--- src/sha384_pkg.sv ---
// types, constants and round functions shared by the sha-384 engine
package sha384_pkg;

  typedef struct packed {
    logic       req_type;
    logic [7:0] data_byte;
  } in_item_t;

  typedef struct packed {
    logic [63:0] digest_word;
    logic [2:0]  word_index;
    logic        last_word;
  } out_item_t;

  localparam logic REQ_DATA   = 1'b0;
  localparam logic REQ_FINISH = 1'b1;

  localparam logic [7:0] PAD_MARKER = 8'h80;
  localparam int unsigned BLOCK_BYTES = 128;
  localparam int unsigned LEN_START   = 112;
  localparam int unsigned ROUNDS      = 80;

  // control from the sequencer to the round unit
  typedef struct packed {
    logic       load;   // copy chaining words into working vars
    logic       step;   // run one round
    logic [6:0] round;  // round number 0..79
    logic       fold;   // add working vars into chaining words
    logic       init;   // reload initial values
  } rnd_ctl_t;

  function automatic logic [63:0] ror64(input logic [63:0] v, input int unsigned n);
    ror64 = (v >> n) | (v << (64 - n));
  endfunction

  function automatic logic [63:0] init_word(input logic [2:0] i);
    case (i)
      3'd0: init_word = 64'hcbbb9d5dc1059ed8;
      3'd1: init_word = 64'h629a292a367cd507;
      3'd2: init_word = 64'h9159015a3070dd17;
      3'd3: init_word = 64'h152fecd8f70e5939;
      3'd4: init_word = 64'h67332667ffc00b31;
      3'd5: init_word = 64'h8eb44a8768581511;
      3'd6: init_word = 64'hdb0c2e0d64f98fa7;
      default: init_word = 64'h47b5481dbefa4fa4;
    endcase
  endfunction

  function automatic logic [63:0] round_const(input logic [6:0] i);
    logic [63:0] k [0:79];
    k = '{
      64'h428a2f98d728ae22,64'h7137449123ef65cd,64'hb5c0fbcfec4d3b2f,64'he9b5dba58189dbbc,
      64'h3956c25bf348b538,64'h59f111f1b605d019,64'h923f82a4af194f9b,64'hab1c5ed5da6d8118,
      64'hd807aa98a3030242,64'h12835b0145706fbe,64'h243185be4ee4b28c,64'h550c7dc3d5ffb4e2,
      64'h72be5d74f27b896f,64'h80deb1fe3b1696b1,64'h9bdc06a725c71235,64'hc19bf174cf692694,
      64'he49b69c19ef14ad2,64'hefbe4786384f25e3,64'h0fc19dc68b8cd5b5,64'h240ca1cc77ac9c65,
      64'h2de92c6f592b0275,64'h4a7484aa6ea6e483,64'h5cb0a9dcbd41fbd4,64'h76f988da831153b5,
      64'h983e5152ee66dfab,64'ha831c66d2db43210,64'hb00327c898fb213f,64'hbf597fc7beef0ee4,
      64'hc6e00bf33da88fc2,64'hd5a79147930aa725,64'h06ca6351e003826f,64'h142929670a0e6e70,
      64'h27b70a8546d22ffc,64'h2e1b21385c26c926,64'h4d2c6dfc5ac42aed,64'h53380d139d95b3df,
      64'h650a73548baf63de,64'h766a0abb3c77b2a8,64'h81c2c92e47edaee6,64'h92722c851482353b,
      64'ha2bfe8a14cf10364,64'ha81a664bbc423001,64'hc24b8b70d0f89791,64'hc76c51a30654be30,
      64'hd192e819d6ef5218,64'hd69906245565a910,64'hf40e35855771202a,64'h106aa07032bbd1b8,
      64'h19a4c116b8d2d0c8,64'h1e376c085141ab53,64'h2748774cdf8eeb99,64'h34b0bcb5e19b48a8,
      64'h391c0cb3c5c95a63,64'h4ed8aa4ae3418acb,64'h5b9cca4f7763e373,64'h682e6ff3d6b2b8a3,
      64'h748f82ee5defb2fc,64'h78a5636f43172f60,64'h84c87814a1f0ab72,64'h8cc702081a6439ec,
      64'h90befffa23631e28,64'ha4506cebde82bde9,64'hbef9a3f7b2c67915,64'hc67178f2e372532b,
      64'hca273eceea26619c,64'hd186b8c721c0c207,64'heada7dd6cde0eb1e,64'hf57d4f7fee6ed178,
      64'h06f067aa72176fba,64'h0a637dc5a2c898a6,64'h113f9804bef90dae,64'h1b710b35131c471b,
      64'h28db77f523047d84,64'h32caab7b40c72493,64'h3c9ebe0a15c9bebc,64'h431d67c49c100d4c,
      64'h4cc5d4becb3e42b6,64'h597f299cfc657e2a,64'h5fcb6fab3ad6faec,64'h6c44198c4a475817};
    round_const = k[i];
  endfunction

endpackage

--- src/sha384_sched.sv ---
// message schedule: 16-word sliding window loaded byte by byte
module sha384_sched import sha384_pkg::*; (
  input  logic        clk,
  input  logic        wr_en,
  input  logic [6:0]  wr_addr,
  input  logic [7:0]  wr_byte,
  input  logic        step,
  input  logic        expand,
  output logic [63:0] w_out
);

  logic [63:0] w_r [0:15];
  logic [63:0] s0, s1, w_new;

  always_comb begin
    s1 = ror64(w_r[14], 19) ^ ror64(w_r[14], 61) ^ (w_r[14] >> 6);
    s0 = ror64(w_r[1], 1) ^ ror64(w_r[1], 8) ^ (w_r[1] >> 7);
    w_new = s1 + w_r[9] + s0 + w_r[0];
  end

  // first 16 rounds use loaded words, later rounds the expansion
  assign w_out = w_r[0];

  always_ff @(posedge clk) begin
    if (wr_en) begin
      w_r[wr_addr[6:3]][8*(7 - wr_addr[2:0]) +: 8] <= wr_byte;
    end else if (step) begin
      for (int i = 0; i < 15; i++) w_r[i] <= w_r[i+1];
      w_r[15] <= expand ? w_new : w_r[0];
    end
  end

endmodule

--- config.mk ---
export PLATFORM = sky130hd
export DESIGN_NAME = sha384_sched
export DESIGN_NICKNAME = d
export VERILOG_FILES = /design/src/sha384_pkg.sv /design/src/sha384_sched.sv
export SDC_FILE = /design/constraint.sdc
export NUM_CORES = 2
export LEC_CHECK = 0
export CAP_MARGIN = 10
export CORE_MARGIN = 2
export CORE_UTILIZATION = 61
export CTS_BUF_LIST = sky130_fd_sc_hd__clkbuf_8 sky130_fd_sc_hd__clkbuf_16
export DETAILED_ROUTE_END_ITERATION = 16
export DONT_BUFFER_PORTS = 1
export PLACE_DENSITY = 0.83
export SYNTH_ARGS = -nofsm -noshare
export SYNTH_HDL_FRONTEND = slang
export SYNTH_SLANG_ARGS = --single-unit
--- constraint.sdc ---
create_clock -name clk -period 5.47 [get_ports clk]
set_input_delay 0 -clock clk [delete_from_list [all_inputs] [get_ports clk]]
set_output_delay 0 -clock clk [all_outputs]
set_load 0.005 [all_outputs]
==> impl_metrics.env <==
export IMPL_fin_cells=4905
export IMPL_rr_endpoint="w_r[15][63]"
export IMPL_critPathLaunchType="flip-flop"
export IMPL_rr_worst_depth=17
export IMPL_holdPathStages=2
export IMPL_syn2layout_area_growth_pct=9.93
export IMPL_setup_violations=0
export IMPL_hp_start="wr_byte[4]"
export IMPL_status="completed"
export IMPL_synth_edf_count=1024
export IMPL_irDropWorstVdd_uv=289
export IMPL_cap_violations=0
export IMPL_layout_nets=3924
export IMPL_routed_wirelength_mm=144
export IMPL_yosysTopAreaCell="edfxtp_1"
export IMPL_r2r_slack_ps=190
export IMPL_syn_inst=3721
export IMPL_initial_core_util_pct=61.4
export IMPL_overflow=0
export IMPL_clk_path_buf_depth=3
export IMPL_numCtsBuffers=102
export IMPL_crit_fanout=4
export IMPL_report_final_slew_viol_count=0
export IMPL_synth_area_leaders="edfxtp_1, a21o_1, fa_1"
export IMPL_die_w_um=291
export IMPL_track_usage_pct=33.8
export IMPL_die_h_um=291
export IMPL_cts_root_buf="clkbuf_16"
export IMPL_ios=83
export IMPL_rsz0062_at_grt="yes"
export IMPL_async_flop_share_pct=0
export IMPL_reg_largest_list="w_r x1024"
export IMPL_gp_congestion=1.02
export IMPL_fin_crit_sh_pct=96.6
export IMPL_clock_latency_ps=680
export IMPL_synth_most_common_cell="edfxtp_1"
export IMPL_cts_max_level=3
export IMPL_worst_setup_path_type="reg -> reg"
export IMPL_synth_seq_cells=1024
export IMPL_synth_top_area_share_pct=61.3
export IMPL_syn_cell_area_mm2=0.0501
export IMPL_power_density_mw_per_mm2=401
export IMPL_core_mm2=0.0817
export IMPL_syn_num_nets=3931
export IMPL_cp_data_required_time_ps=6000
export IMPL_drcViolationCount=0
export IMPL_worstHoldEndpoint="w_r[10][4]"
export IMPL_hpwl_mm=97.9
export IMPL_grt_antenna_before_repair=21
export IMPL_clock_sinks=1024
export IMPL_avgViaCountPerCell=6.63
export IMPL_rows=105
export IMPL_vias=32509
export IMPL_synth_cell_types=72
export IMPL_grt_max_degree=273
export IMPL_wl_per_cell_um=29.3
export IMPL_relSlewSlack_pct=13.0
export IMPL_holdCritPathClass="in -> reg"
export IMPL_skew_ps=35.5
export IMPL_drt_first_pass_iters=10
export IMPL_seq_area_frac_synth_pct=61.3
export IMPL_path_clk_slew_ps=60
export IMPL_cts_tree="done"
export IMPL_arrival_ps=5810
export IMPL_grt_first_pass_wirelength_mm=209
export IMPL_grt_pass1_vias=31258
export IMPL_ys_warn_count=0
export IMPL_fin_crit_ps=5280
export IMPL_fin_util_pct=67.4
export IMPL_io_buffers=0
export IMPL_max_freq_mhz=189
export IMPL_die_area_mm2=0.0845
export IMPL_synth_common_cells="edfxtp_1, a21o_1, xnor2_1"
export IMPL_cts_setup_buffers=0
export IMPL_crit_path_end_kind="flip-flop"
export IMPL_leakagePower_nw=26.9
export IMPL_avgSynthCellArea_um2=13.5
export IMPL_dp_cells=4639
export IMPL_hold_viol_final=0
export IMPL_largest_reg_flops=1024
export IMPL_drt_iter0_markers=4746
export IMPL_tightest_slew_ps=1300
export IMPL_drive_gt1_share_pct=8.56
export IMPL_largest_register="w_r"
export IMPL_ant_nets=0
export IMPL_reg2reg_from="w_r[14][20]"
export IMPL_ys_flop_type="edfxtp_1"
## metal layers
| metal | global-route usage (%) | wire length [um] | up-vias |
|---|---|---|---|
| met1 | 45.1 | 52200 | 16160 |
| met4 | 16.9 | 7670 | 2 |
| met2 | 50.1 | 64700 | 2319 |
| met3 | 10.9 | 19300 | 462 |
| met5 | 0 | 11 | - |
| li1 | - | - | 13566 |
## worst max path at each step
stage                           start          end
final                     w_r[14][20]  w_r[15][63]
after global placement     w_r[14][5]  w_r[15][39]
after CTS                  w_r[14][8]  w_r[15][32]
after global routing        w_r[1][2]  w_r[15][39]
after detailed placement   w_r[14][5]  w_r[15][39]
after floorplan             w_r[1][8]  w_r[15][39]
## placed cells by master, fill, tap and decap left out, drive strengths merged, types with 4 or more instances in the layout
master and count:
nor2 60, bufinv 9, o21ai 186, o21bai 35, a211oi 5, nor3 10, clkinv 44, or3 8
nand4 16, ha 65, diode 40, a31oi 14, nand3 22, and2 34, fa 126, nor2b 13
nand2b 4, or2 4, mux2i 33, o31ai 4, buf 135, inv 283, edfxtp 1024, xnor2 272
o22ai 37, nand2 76, a2111oi 4, and3 6, dlygate4sd3 11, a21o 972, clkbuf 114, o21a 5
a21oi 86, xor2 33
## layout make-up
cell class | instances | area, um2
fill | 5554 | 26600
clock inverter | 80 | 633
tap | 1070 | 1340
antenna | 40 | 100
multi-input combinational | 2172 | 17500
inverter | 259 | 972
sequential | 1024 | 30700
clock buffer | 105 | 2630
timing repair buffer | 155 | 1190
## power breakdown
| part | leakage (nW) | internal (W) | switching, W |
|---|---|---|---|
| combinational | 15.3 | 0.00225 | 0.00350 |
| clock | 1.67 | 0.00390 | 0.00303 |
| sequential | 9.92 | 0.00915 | 0.000281 |
## repair_timing
item | CTS | global route
resized for setup | 0 | 12
hold buffers | 12 | 0
endpoints found under the setup margin | 0 | 10
hold endpoints to repair | 68 | 0
## critical path, cell delays in order (launching register included)
cell      delay [ps]
edfxtp_1         550
xnor2_1          250
xnor2_1          170
fa_1             470
fa_1             470
ha_1             260
fa_1             430
a21oi_1          210
nand4b_1         220
a211o_1          170
nand3_2          140
a311o_1          480
a31o_4           310
a31oi_4          190
nand2_2          140
o22a_1           290
a211oi_2         260
nand3b_1         130
## cell families after synthesis
family	count (synthesis)	share of synthesized area (%)
adder cells (fa/ha/maj)	191	6.65
flip-flops	1024	61.3
AO/OA/AOI/OAI	1379	19.5
multiplexers	33	0.659
buffers and inverters	525	3.94
AND/OR/NAND/NOR	264	2.59
XOR/XNOR	305	5.33
## per-stage QoR
step	power [W]	hold slack [ps]	cell area, um2	setup slack [ps]	setup TNS [ps]
floorplan	0.0136	343	50100	795	0
global placement	0.0150	318	51300	155	0
detailed placement	0.0150	323	51400	154	0
CTS	0.0219	44.1	54800	65.1	0
global route	0.0229	109	55000	-12.1	-12.1
finish	0.0221	89.7	55100	185	0
(Power assumes the default switching activity.)
